`config.mk`:
```
export PLATFORM = sky130hd
export DESIGN_NAME = frame_cache_priority_evict_flat
export DESIGN_NICKNAME = d
export VERILOG_FILES = /design/src/rtl/fcpe_pkg.sv /design/src/rtl/fcpe_if.sv /design/src/rtl/fcpe_dp.sv /design/src/rtl/fcpe_ctrl.sv /design/src/rtl/frame_cache_priority_evict.sv /design/src/flat_wrapper.sv
export SDC_FILE = /design/constraint.sdc
export NUM_CORES = 2
export LEC_CHECK = 0
export ABC_CLOCK_PERIOD_IN_PS = 25500
export BUFFER_PORTS_ARGS = -buffer_cell sky130_fd_sc_hd__buf_2
export CORE_MARGIN = 2
export CORE_UTILIZATION = 55
export DETAILED_ROUTE_END_ITERATION = 12
export GPL_TIMING_DRIVEN = 1
export PLACE_DENSITY = 0.72
export SLEW_MARGIN = 20
export SYNTH_ARGS = -nofsm -noshare
export SYNTH_HDL_FRONTEND = slang
export SYNTH_SLANG_ARGS = --single-unit
```
`constraint.sdc`:
```
create_clock -name clk -period 25.5 [get_ports clk]
set_input_delay 1.275 -clock clk [delete_from_list [all_inputs] [get_ports clk]]
set_output_delay 1.275 -clock clk [all_outputs]
set_load 0.005 [all_outputs]
```
`src/rtl/fcpe_pkg.sv`:
```
// ----------------------------------------------------------------------------
// Frame cache package
// Shared types, codes and constants of the frame cache with priority eviction.
// ----------------------------------------------------------------------------
package fcpe_pkg;

  localparam int unsigned ClipW  = 16;
  localparam int unsigned TimeW  = 32;
  localparam int unsigned SizeW  = 32;
  localparam int unsigned TagW   = 16;
  localparam int unsigned LimitW = 40;
  localparam int unsigned WinW   = 10;
  localparam int unsigned MargW  = 14;
  localparam int unsigned CfgIdxW = 2;

  // request codes
  localparam logic [1:0] REQ_INSERT = 2'd0;
  localparam logic [1:0] REQ_EXACT  = 2'd1;
  localparam logic [1:0] REQ_NEAR   = 2'd2;
  localparam logic [1:0] REQ_INVAL  = 2'd3;

  // result kinds
  localparam logic [1:0] KIND_EVICT = 2'd0;
  localparam logic [1:0] KIND_HIT   = 2'd1;
  localparam logic [1:0] KIND_MISS  = 2'd2;
  localparam logic [1:0] KIND_DONE  = 2'd3;

  // configuration register indexes
  localparam logic [CfgIdxW-1:0] CFG_BYTE_LIMIT = 2'd0;
  localparam logic [CfgIdxW-1:0] CFG_EXACT_WIN  = 2'd1;
  localparam logic [CfgIdxW-1:0] CFG_PAST_MARG  = 2'd2;

  localparam logic [LimitW-1:0] BYTE_LIMIT_RST = 40'd268435456;
  localparam logic [WinW-1:0]   EXACT_WIN_RST  = 10'd45;
  localparam logic [MargW-1:0]  PAST_MARG_RST  = 14'd150;

  typedef struct packed {
    logic [1:0]       req_type;
    logic [ClipW-1:0] clip_id;
    logic [TimeW-1:0] timestamp_ms;
    logic [SizeW-1:0] frame_bytes;
    logic [TagW-1:0]  frame_handle;
    logic [TimeW-1:0] max_distance_ms;
  } req_t;

  typedef struct packed {
    logic [1:0]      result_kind;
    logic [TagW-1:0] out_handle;
    logic            last;
  } res_t;

  // datapath scan modes
  localparam logic [2:0] SCAN_OTHER = 3'd0; // first entry of another clip
  localparam logic [2:0] SCAN_PAST  = 3'd1; // first past entry of this clip
  localparam logic [2:0] SCAN_LATE  = 3'd2; // latest timestamp
  localparam logic [2:0] SCAN_EXACT = 3'd3;
  localparam logic [2:0] SCAN_NEAR  = 3'd4;
  localparam logic [2:0] SCAN_INVAL = 3'd5; // compaction pass

  // controller to datapath
  typedef struct packed {
    logic       load_req;   // capture request
    logic       scan_start; // clear scan registers, begin at entry 0
    logic       scan_step;  // examine one entry
    logic [2:0] mode;
    logic       remove;     // remove found entry (shift step)
    logic       shift_start;
    logic       append;
    logic       inval_fin;  // commit compaction count
  } cmd_t;

  // datapath to controller
  typedef struct packed {
    logic need_evict;  // table non-empty and full, or new frame would exceed byte limit
    logic scan_end;    // scan index reached entry count
    logic found;
    logic inval_match; // current entry of invalidate scan matches
  } sts_t;

endpackage

```
`src/rtl/fcpe_if.sv`:
```
// ----------------------------------------------------------------------------
// Valid/ready channel
// Carries one payload per transfer between a source and a sink.
// ----------------------------------------------------------------------------
interface fcpe_if #(parameter type payload_t = logic) ();
  logic     valid;
  logic     ready;
  payload_t data;
  modport source (output valid, output data, input ready);
  modport sink   (input valid, input data, output ready);
endinterface

```
`src/rtl/fcpe_dp.sv`:
```
// ----------------------------------------------------------------------------
// Frame cache datapath
// Entry table, byte total, request register and one-entry-per-cycle scanner, paused while not stepped.
// ----------------------------------------------------------------------------
module fcpe_dp #(
  parameter int unsigned TABLE_DEPTH = 16
) (
  input  logic                           clk,
  input  logic                           rst,
  input  fcpe_pkg::cmd_t                 cmd,
  output fcpe_pkg::sts_t                 sts,
  input  fcpe_pkg::req_t                 req_in,
  input  logic                           cfg_we,
  input  logic [fcpe_pkg::CfgIdxW-1:0]   cfg_idx,
  input  logic [fcpe_pkg::LimitW-1:0]    cfg_data,
  output logic [fcpe_pkg::TagW-1:0]      hit_tag,
  output logic [fcpe_pkg::TagW-1:0]      cur_tag
);
  import fcpe_pkg::*;

  localparam int unsigned IdxW = (TABLE_DEPTH > 1) ? $clog2(TABLE_DEPTH) : 1;
  localparam int unsigned CntW = $clog2(TABLE_DEPTH + 1);
  localparam int unsigned TotW = SizeW + CntW;
  localparam int unsigned CmpW = (TotW > LimitW) ? TotW + 1 : LimitW + 1;

  // configuration registers
  logic [LimitW-1:0] byte_limit;
  logic [WinW-1:0]   exact_win;
  logic [MargW-1:0]  past_marg;

  always_ff @(posedge clk) begin
    if (rst) begin
      byte_limit <= BYTE_LIMIT_RST;
      exact_win  <= EXACT_WIN_RST;
      past_marg  <= PAST_MARG_RST;
    end else if (cfg_we) begin
      case (cfg_idx)
        CFG_BYTE_LIMIT: byte_limit <= cfg_data;
        CFG_EXACT_WIN:  exact_win  <= cfg_data[WinW-1:0];
        CFG_PAST_MARG:  past_marg  <= cfg_data[MargW-1:0];
        default: ;
      endcase
    end
  end

  // table (registers, each entry read at the scan or shift index)
  logic [ClipW-1:0] e_clip [TABLE_DEPTH];
  logic [TimeW-1:0] e_time [TABLE_DEPTH];
  logic [SizeW-1:0] e_size [TABLE_DEPTH];
  logic [TagW-1:0]  e_tag  [TABLE_DEPTH];
  logic [CntW-1:0]  count;
  logic [TotW-1:0]  total;
  req_t             rq;

  logic [CntW-1:0] si;      // scan / read index
  logic [CntW-1:0] wi;      // write index (shift / compaction)
  logic            found;
  logic [IdxW-1:0] best_i;
  logic [TimeW:0]  best_d;
  logic [TagW-1:0] best_tag;

  logic [IdxW-1:0]  ri;
  logic [ClipW-1:0] c_clip;
  logic [TimeW-1:0] c_time;
  logic [TimeW:0]   gap;
  logic             same_clip;
  logic             is_past;
  logic             hit;
  logic [IdxW-1:0]  wix;

  assign ri = si[IdxW-1:0];
  assign wix = wi[IdxW-1:0];
  assign c_clip = e_clip[ri];
  assign c_time = e_time[ri];
  assign cur_tag = e_tag[ri];
  assign same_clip = (c_clip == rq.clip_id);
  assign gap = (c_time > rq.timestamp_ms) ?
               {1'b0, c_time} - {1'b0, rq.timestamp_ms} :
               {1'b0, rq.timestamp_ms} - {1'b0, c_time};
  assign is_past = ({1'b0, c_time} + {{(TimeW+1-MargW){1'b0}}, past_marg}) <
                   {1'b0, rq.timestamp_ms};

  // match condition of the current entry for each scan mode
  always_comb begin
    case (cmd.mode)
      SCAN_OTHER: hit = !same_clip;
      SCAN_PAST:  hit = is_past;
      SCAN_LATE:  hit = !found || ({1'b0, c_time} > best_d);
      SCAN_EXACT: hit = same_clip && (gap < {{(TimeW+1-WinW){1'b0}}, exact_win});
      SCAN_NEAR:  hit = same_clip && (gap <= {1'b0, rq.max_distance_ms}) &&
                        (!found || gap < best_d);
      default:    hit = same_clip;
    endcase
  end

  logic [CmpW-1:0] sum;
  assign sum = CmpW'(total) + CmpW'(rq.frame_bytes);

  assign sts.need_evict = (count != '0) &&
                          ((count >= CntW'(TABLE_DEPTH)) || (sum > CmpW'(byte_limit)));
  assign sts.scan_end   = (si >= count);
  assign sts.found      = found;
  assign sts.inval_match = same_clip;
  assign hit_tag = best_tag;

  // scan and shift indexes, best-entry registers
  always_ff @(posedge clk) begin
    if (cmd.load_req) rq <= req_in;
    if (cmd.scan_start) begin
      si <= '0;
      wi <= '0;
      found <= 1'b0;
      best_i <= '0;
      best_d <= '0;
      best_tag <= '0;
    end else if (cmd.shift_start) begin
      wi <= CntW'(best_i);
      si <= CntW'(best_i) + CntW'(1);
    end else if (cmd.remove) begin
      wi <= wi + CntW'(1);
      si <= si + CntW'(1);
    end else if (cmd.scan_step) begin
      si <= si + CntW'(1);
      if (cmd.mode == SCAN_INVAL) begin
        if (!same_clip) wi <= wi + CntW'(1);
      end else if (hit) begin
        found <= 1'b1;
        best_i <= ri;
        best_tag <= cur_tag;
        best_d <= (cmd.mode == SCAN_LATE) ? {1'b0, c_time} : gap;
      end
    end
  end

  // table writes: shift down, compaction, append
  always_ff @(posedge clk) begin
    if (rst) begin
      count <= '0;
      total <= '0;
    end else begin
      if (cmd.shift_start) begin
        total <= total - TotW'(e_size[best_i]);
        if (count == CntW'(1) || CntW'(best_i) + CntW'(1) >= count)
          count <= count - CntW'(1);
      end
      if (cmd.remove) begin
        e_clip[wix] <= c_clip;
        e_time[wix] <= c_time;
        e_size[wix] <= e_size[ri];
        e_tag[wix]  <= cur_tag;
        if (wi + CntW'(2) >= count) count <= count - CntW'(1);
      end
      if (cmd.scan_step && cmd.mode == SCAN_INVAL && !sts.scan_end) begin
        if (same_clip) begin
          total <= total - TotW'(e_size[ri]);
        end else begin
          e_clip[wix] <= c_clip;
          e_time[wix] <= c_time;
          e_size[wix] <= e_size[ri];
          e_tag[wix]  <= cur_tag;
        end
      end
      if (cmd.inval_fin) count <= wi;
      if (cmd.append) begin
        if (count < CntW'(TABLE_DEPTH)) begin
          e_clip[count[IdxW-1:0]] <= rq.clip_id;
          e_time[count[IdxW-1:0]] <= rq.timestamp_ms;
          e_size[count[IdxW-1:0]] <= rq.frame_bytes;
          e_tag[count[IdxW-1:0]]  <= rq.frame_handle;
          count <= count + CntW'(1);
          total <= total + TotW'(rq.frame_bytes);
        end
      end
    end
  end

endmodule

```
`src/rtl/fcpe_ctrl.sv`:
```
// ----------------------------------------------------------------------------
// Frame cache controller
// Sequences scans, eviction, shifting and result transfers per request.
// ----------------------------------------------------------------------------
module fcpe_ctrl (
  input  logic                     clk,
  input  logic                     rst,
  input  logic                     in_valid,
  output logic                     in_ready,
  input  logic [1:0]               in_type,
  output logic                     out_valid,
  input  logic                     out_ready,
  output fcpe_pkg::res_t           out_data,
  output fcpe_pkg::cmd_t           cmd,
  input  fcpe_pkg::sts_t           sts,
  input  logic [fcpe_pkg::TagW-1:0] hit_tag,
  input  logic [fcpe_pkg::TagW-1:0] cur_tag
);
  import fcpe_pkg::*;

  localparam logic [3:0] S_IDLE  = 4'd0;
  localparam logic [3:0] S_DISP  = 4'd1;
  localparam logic [3:0] S_CHECK = 4'd2;
  localparam logic [3:0] S_SCAN  = 4'd3;
  localparam logic [3:0] S_EVOUT = 4'd4;
  localparam logic [3:0] S_SHIFT = 4'd5;
  localparam logic [3:0] S_LOOK  = 4'd6;
  localparam logic [3:0] S_INVAL = 4'd7;
  localparam logic [3:0] S_WAIT  = 4'd9;

  logic [3:0] state, state_next;
  logic [1:0] rtype;
  logic [2:0] mode, mode_next;
  logic       ov, ov_next;
  res_t       res, res_next;
  logic       emitting;

  assign in_ready  = (state == S_IDLE) && !ov;
  assign out_valid = ov;
  assign out_data  = res;
  assign emitting  = ov && !out_ready;

  always_ff @(posedge clk) begin
    if (rst) begin
      state <= S_IDLE;
      ov    <= 1'b0;
      mode  <= SCAN_OTHER;
    end else begin
      state <= state_next;
      ov    <= ov_next;
      mode  <= mode_next;
    end
    res <= res_next;
    if (in_valid && in_ready) rtype <= in_type;
  end

  always_comb begin
    state_next = state;
    mode_next  = mode;
    ov_next    = ov && !out_ready;
    res_next   = res;
    cmd        = '0;
    cmd.mode   = mode;
    case (state)
      S_IDLE: begin
        if (in_valid && in_ready) begin
          cmd.load_req = 1'b1;
          state_next = S_DISP;
        end
      end
      S_DISP: begin
        cmd.scan_start = 1'b1;
        case (rtype)
          REQ_INSERT: begin state_next = S_CHECK; mode_next = SCAN_OTHER; end
          REQ_EXACT:  begin state_next = S_LOOK;  mode_next = SCAN_EXACT; end
          REQ_NEAR:   begin state_next = S_LOOK;  mode_next = SCAN_NEAR; end
          default:    begin state_next = S_INVAL; mode_next = SCAN_INVAL; end
        endcase
      end
      // decide whether another eviction is due
      S_CHECK: begin
        cmd.scan_start = 1'b1;
        if (sts.need_evict) begin
          mode_next = SCAN_OTHER;
          state_next = S_SCAN;
        end else if (!ov) begin
          cmd.append = 1'b1;
          ov_next = 1'b1;
          res_next = '{result_kind: KIND_DONE, out_handle: '0, last: 1'b1};
          state_next = S_WAIT;
        end
      end
      // first-match scans stop early; the latest-time scan runs to the end
      S_SCAN: begin
        if (sts.found && mode != SCAN_LATE) begin
          state_next = S_EVOUT;
        end else if (sts.scan_end) begin
          cmd.scan_start = (mode != SCAN_LATE);
          mode_next = (mode == SCAN_OTHER) ? SCAN_PAST : SCAN_LATE;
          if (mode == SCAN_LATE) state_next = S_EVOUT;
        end else begin
          cmd.scan_step = 1'b1;
        end
      end
      S_EVOUT: begin
        if (!ov) begin
          ov_next = 1'b1;
          res_next = '{result_kind: KIND_EVICT, out_handle: hit_tag, last: 1'b0};
          cmd.shift_start = 1'b1;
          state_next = S_SHIFT;
        end
      end
      S_SHIFT: begin
        if (sts.scan_end) state_next = S_CHECK;
        else cmd.remove = 1'b1;
      end
      S_LOOK: begin
        if (sts.scan_end || (mode == SCAN_EXACT && sts.found)) begin
          if (!ov) begin
            ov_next = 1'b1;
            res_next = sts.found ?
              '{result_kind: KIND_HIT, out_handle: hit_tag, last: 1'b1} :
              '{result_kind: KIND_MISS, out_handle: '0, last: 1'b1};
            state_next = S_WAIT;
          end
        end else begin
          cmd.scan_step = 1'b1;
        end
      end
      S_INVAL: begin
        if (sts.scan_end) begin
          if (!ov) begin
            cmd.inval_fin = 1'b1;
            ov_next = 1'b1;
            res_next = '{result_kind: KIND_DONE, out_handle: '0, last: 1'b1};
            state_next = S_WAIT;
          end
        end else if (sts.inval_match) begin
          if (!ov) begin
            ov_next = 1'b1;
            res_next = '{result_kind: KIND_EVICT, out_handle: cur_tag, last: 1'b0};
            cmd.scan_step = 1'b1;
          end
        end else begin
          cmd.scan_step = 1'b1;
        end
      end
      S_WAIT: begin
        if (!emitting) state_next = S_IDLE;
      end
      default: state_next = S_IDLE;
    endcase
  end

endmodule

```
`src/rtl/frame_cache_priority_evict.sv`:
```
// ----------------------------------------------------------------------------
// Frame cache with priority eviction
// Insertion-ordered table of frame entries with insert, exact and nearest
// lookup and clip invalidation.
//
//   channel | dir | payload
//   req     | in  | req_type clip_id timestamp_ms frame_bytes frame_handle
//           |     | max_distance_ms
//   res     | out | result_kind out_handle last
//   cfg     | in  | cfg_we cfg_index cfg_data (no read-back)
//
// One request at a time, taken only when idle. A lookup scans the table once
// and then answers (an exact hit stops early). An insert runs per eviction up
// to three scans (another clip, a past frame, the latest time) and one shift
// pass, then appends. Invalidate makes one compacting pass, in which each
// removed entry waits for the output register.
// A result waits in the output register; the controller stalls on it.
// Synchronous active-high reset empties the table and loads register defaults.
// ----------------------------------------------------------------------------
module frame_cache_priority_evict #(
  parameter int unsigned TABLE_DEPTH = 16
) (
  input  logic                         clk,
  input  logic                         rst,
  fcpe_if.sink                         req,
  fcpe_if.source                       res,
  input  logic                         cfg_we,
  input  logic [fcpe_pkg::CfgIdxW-1:0] cfg_index,
  input  logic [fcpe_pkg::LimitW-1:0]  cfg_data
);
  import fcpe_pkg::*;

  cmd_t           cmd;
  sts_t           sts;
  logic [TagW-1:0] hit_tag;
  logic [TagW-1:0] cur_tag;
  req_t           rq;

  assign rq = req.data;

  fcpe_ctrl u_ctrl (
    .clk       (clk),
    .rst       (rst),
    .in_valid  (req.valid),
    .in_ready  (req.ready),
    .in_type   (rq.req_type),
    .out_valid (res.valid),
    .out_ready (res.ready),
    .out_data  (res.data),
    .cmd       (cmd),
    .sts       (sts),
    .hit_tag   (hit_tag),
    .cur_tag   (cur_tag)
  );

  fcpe_dp #(.TABLE_DEPTH(TABLE_DEPTH)) u_dp (
    .clk      (clk),
    .rst      (rst),
    .cmd      (cmd),
    .sts      (sts),
    .req_in   (rq),
    .cfg_we   (cfg_we),
    .cfg_idx  (cfg_index),
    .cfg_data (cfg_data),
    .hit_tag  (hit_tag),
    .cur_tag  (cur_tag)
  );

endmodule

```
`src/flat_wrapper.sv`:
```
// flat-port wrapper written by rule: the top's interface ports become plain ports
module frame_cache_priority_evict_flat import fcpe_pkg::*;
#(
  parameter int unsigned TABLE_DEPTH = 16
)
  (clk, rst, cfg_we, cfg_index, cfg_data, req_valid, req_data, req_ready, res_valid, res_data, res_ready);
  fcpe_if #(.payload_t(req_t)) req_i ();
  fcpe_if #(.payload_t(res_t)) res_i ();
  input  logic clk;
  input  logic rst;
  input  logic cfg_we;
  input  logic [fcpe_pkg::CfgIdxW-1:0] cfg_index;
  input  logic [fcpe_pkg::LimitW-1:0] cfg_data;
  input wire logic [$bits(req_i.valid)-1:0] req_valid;
  input wire logic [$bits(req_i.data)-1:0] req_data;
  output wire logic [$bits(req_i.ready)-1:0] req_ready;
  output wire logic [$bits(res_i.valid)-1:0] res_valid;
  output wire logic [$bits(res_i.data)-1:0] res_data;
  input wire logic [$bits(res_i.ready)-1:0] res_ready;
  assign req_i.valid = req_valid;
  assign req_i.data = req_data;
  assign req_ready = req_i.ready;
  assign res_valid = res_i.valid;
  assign res_data = res_i.data;
  assign res_i.ready = res_ready;
  frame_cache_priority_evict #(.TABLE_DEPTH(TABLE_DEPTH)) u_core (.clk(clk), .rst(rst), .req(req_i), .res(res_i), .cfg_we(cfg_we), .cfg_index(cfg_index), .cfg_data(cfg_data));
endmodule
```
==> summary.txt <==
Placed design
  – Post-DP HPWL: ~150000 um
  – IO Port Bufs: between 150 and 200
  – Routability cong.: slightly above 0.9
  – Inst Count DP: 8025

STA
  – Slew Limit Fails: 0
  – RSZ-0062 raised after global routing: no
  – Setup TNS Final: 0 ns
  – Final hold vios: 0
  – Slew at the pin closest to its max-slew limit: about 1.2 ns
  – Final worst-path cycle share: between 40% and 50%
  – Crit path time final: 12.24 ns
  – Final setup violation count: 0
  – Fmax: 0.0817 GHz
  – Clock Skew: between 0.03 and 0.04 ns
  – Rel. slew slack: approximately 22%

Clocking
  – TritonCTS clock tree: done
  – Worst skew pair latency: ~0.85 ns
  – H-Tree Depth: 4
  – CTS buffer count: 189
  – Post-CTS Setup Inserts: 0
  – CTS sink count: between 1500 and 2000
  – Maximum root-to-sink buffer count: 3
  – Post-CTS Resized: 0
  – Worst-path clk slew: ~0.060 ns
  – CTS Root Cell: clkbuf_16
  – CTS Hold Bufs: 0

Synthesis
  – Mapped Area: between 0.08 and 0.09 mm^2
  – Commonest cells in the netlist: edfxtp_1, mux4_2, nand2_1
  – Synthesized area per cell: 15.5 um^2
  – XOR/XNOR Fraction of Synth Area: 1.64%
  – Synth Area in Simple Gates: 5.34%
  – Cell count after synthesis: 5805
  – Synth Area in Compound Gates: 7.61%
  – Most frequent cell after synthesis: edfxtp_1
  – Post-synth EDFFs: 1685
  – Proportion of synthesized area in mux cells: 16.8%
  – Synth area leader: edfxtp_1
  – Syn. warnings: 0
  – Post-Syn Nets: around 6400
  – Async S/R FF share, synth: 0%
  – Yosys reg bits: between 1500 and 2000
  – Synth top area share: ~56%
  – Main combinational cell family by area after synthesis: multiplexers
  – Sequential area share after synthesis: between 60 and 70%
  – Area share of fa/ha/maj cells after synthesis: ~5.3%
  – Top_reg_cell synth: edfxtp_1
  – Synth unique cells: 89
  – Ranking of synthesized cells by area: edfxtp_1, mux4_2, ha_1

Pwr
  – Seq pwr share: between 30 and 40%
  – Leakage power total: approximately 34 nW
  – Power Internal: about 6.9 mW
  – Clock network fraction of total power: 25.9%
  – Combinational Power Share: about 37%
  – Pwr dens: 108 mW/mm^2
  – Max VDD drop: around 80 uV
  – Psw: 3.80 mW
  – Power consumption: around 11 mW
  – Sw Share: approximately 35%

Routing
  – 1st-pass router iterations: 8
  – Final WL: approximately 240000 um
  – Remaining DRCs: 0
  – Routed len/inst: just under 30 um
  – Post-DRT Antenna Nets: 0
  – Violation count after the first detailed-routing iteration: between 7000 and 8000
  – Vias post-DR: 54800
  – Vias per cell: 6.55

Critical path
  – Slowest stage delay, CP: ~0.9 ns
  – Worst path bufs/invs: 7
  – Critical Path Fanout Max: about 80
  – Flop2flop setup slack: approximately 13 ns
  – Crit path DAT: around 13 ns
  – Slowest-stage cell, CP: dfxtp_4
  – RR Endpoint: u_core.u_dp.best_d[22]
  – Largest delay share family, worst path: compound AO/OA/AOI/OAI gates
  – Worst Reg-to-Reg Cells: 33
  – CP required: about 26 ns
  – Startpoint types: flop
  – Most used cell, CP: buf_4
  – CP Class: flop to flop
  – Worst setup EP type: flop

GRT
  – Global-route wire length before repair: between 300000 and 400000 um
  – Largest net degree at the start of global routing: 168
  – Vias in the first global route: about 54000
  – Antenna violations before repair: 7
  – Final global-route overflow total: 0
  – GR Util All Layers: roughly 29%

Final layout
  – Non-Filler Instances: approximately 8400
  – Layout cells sized above 1: between 20 and 25%
  – Layout area overhead: 11.2%
  – Final #Nets: ~6600

Floorplan
  – Initial Utilization: between 50% and 60%
  – I/O Pins: between 150 and 200
  – Core region area: around 0.16 mm^2
  – Die footprint: roughly 0.17 mm^2
  – Row cnt: 148
  – Die Y: around 410 um
  – Die X: 408 um

Hold path
  – Type of the worst min-delay path: flop to flop
  – Cells on Worst Hold Path: 2
  – Hold path endpoint: u_core.u_dp.byte_limit[12]
  – Hold Startpoint: u_core.u_dp.byte_limit[12]

Outcome
  – Status: finished clean

Job
  – Max Cap Viol: 0
==> layer usage <==
layer | up-vias | routed length [um] | global-route usage [%]
li1 | 23500 | - | -
met1 | 28000 | 98200 | 42.7
met2 | 2953 | 113000 | 44.9
met3 | 370 | 24500 | 5.32
met4 | 8 | 6330 | 8.05
met5 | - | 46 | 0
==> stage by stage <==
stage                     util (%)  hold slack [ns]  setup WS, ns  cell area [um^2]
after floorplan                  -            0.435         12.19             89700
after global routing          61.4            0.479         12.27             99800
after detailed placement      57.6            0.447         13.31             93500
after CTS                     61.4            0.456         13.29             99700
after global placement        57.6            0.444         13.44             93500
final                         61.4            0.454         13.26             99800
==> logic make-up (layout without fill, tap and decap cells) <==
group                    after synthesis  count (layout)
AND/OR/NAND/NOR                     1035            1035
other                                  0               2
AO/OA/AOI/OAI                       1043            1043
buffers and inverters                599             992
multiplexers                         713             713
flip-flops                          1871            1871
XOR/XNOR                             168             168
adder cells (fa/ha/maj)              376             376
==> worst register-to-register path, delay by kind of cell (launching register included) <==
family	cells	cell delay, ns
XOR/XNOR	1	0.29
buffers and inverters	7	4.20
AO/OA/AOI/OAI	17	4.43
AND/OR/NAND/NOR	2	0.12
flip-flops	1	0.88
adder cells (fa/ha/maj)	2	0.84
multiplexers	4	1.43
==> cell type report <==
| cell class | count | area (um^2) |
|---|---|---|
| antenna | 2 | 5.00 |
| timing repair buffer | 342 | 2180 |
| sequential | 1871 | 54300 |
| tap | 2175 | 2720 |
| clock inverter | 103 | 1060 |
| inverter | 303 | 1140 |
| multi-input combinational | 3335 | 33200 |
| clock buffer | 244 | 5160 |
| fill | 11700 | 62600 |
==> registers in the layout (all words and copies together), names as in the netlist, named ones only <==
name,flops
u_core.u_dp.found,1
u_core.u_ctrl.state,4
u_core.u_ctrl.out_data,19
u_core.u_dp.count,5
u_core.u_dp.e_clip,256
u_core.u_ctrl.mode,3
u_core.u_dp.e_tag,256
u_core.u_dp.e_size,512
u_core.u_dp.hit_tag,16
u_core.u_dp.byte_limit,40
u_core.u_dp.total,37
u_core.u_dp.past_marg,14
u_core.u_ctrl.rtype,2
u_core.u_dp.rq,128
u_core.u_dp.e_time,512
u_core.u_ctrl.out_valid,1
u_core.u_dp.wi,5
u_core.u_dp.si,5
u_core.u_dp.best_i,4
u_core.u_dp.exact_win,10
u_core.u_dp.best_d,33
==> cells in the final DEF (no fill, tap or decap), drive strengths merged, types with 40 or more instances in the layout <==
master	n
a211oi	42
xnor2	117
nor2	190
ha	370
inv	314
nor3	40
clkbuf	244
a21oi	286
dfxtp	186
xor2	51
buf	342
clkinv	65
o21ai	236
nand2	465
o211ai	76
mux4	632
a21o	131
mux2	45
edfxtp	1685
nor2b	46
nand3	76
nand4	75
==> power by group through the flow <==
stage	clock [mW]	sequential [mW]	combinational (mW)
CTS	2.81	4.02	3.88
global route	2.93	4.04	4.29
floorplan	0	3.99	2.75
finish	2.78	4.03	3.92
global placement	0	4.08	3.77
detailed placement	0	4.09	3.85
==> how the worst max path moves through the flow <==
| stage | from | end | slack [ns] | cells past startpoint |
|---|---|---|---|---|
| 6_report | flop | u_core.u_dp.best_d[22] | 13.26 | 33 |
| 5_1_grt | flop | u_core.u_dp.best_d[22] | 12.27 | 34 |
| 3_5_place_dp | flop | u_core.u_dp.best_d[22] | 13.31 | 33 |
| 2_1_floorplan | u_core.u_dp.rq[48] | u_core.u_dp.e_clip[3][0] | 12.19 | 27 |
| 3_3_place_gp | flop | u_core.u_dp.best_d[22] | 13.44 | 33 |
| 4_1_cts | flop | u_core.u_dp.best_d[22] | 13.29 | 33 |
No activity file was read; power rests on OpenSTA's default activity.
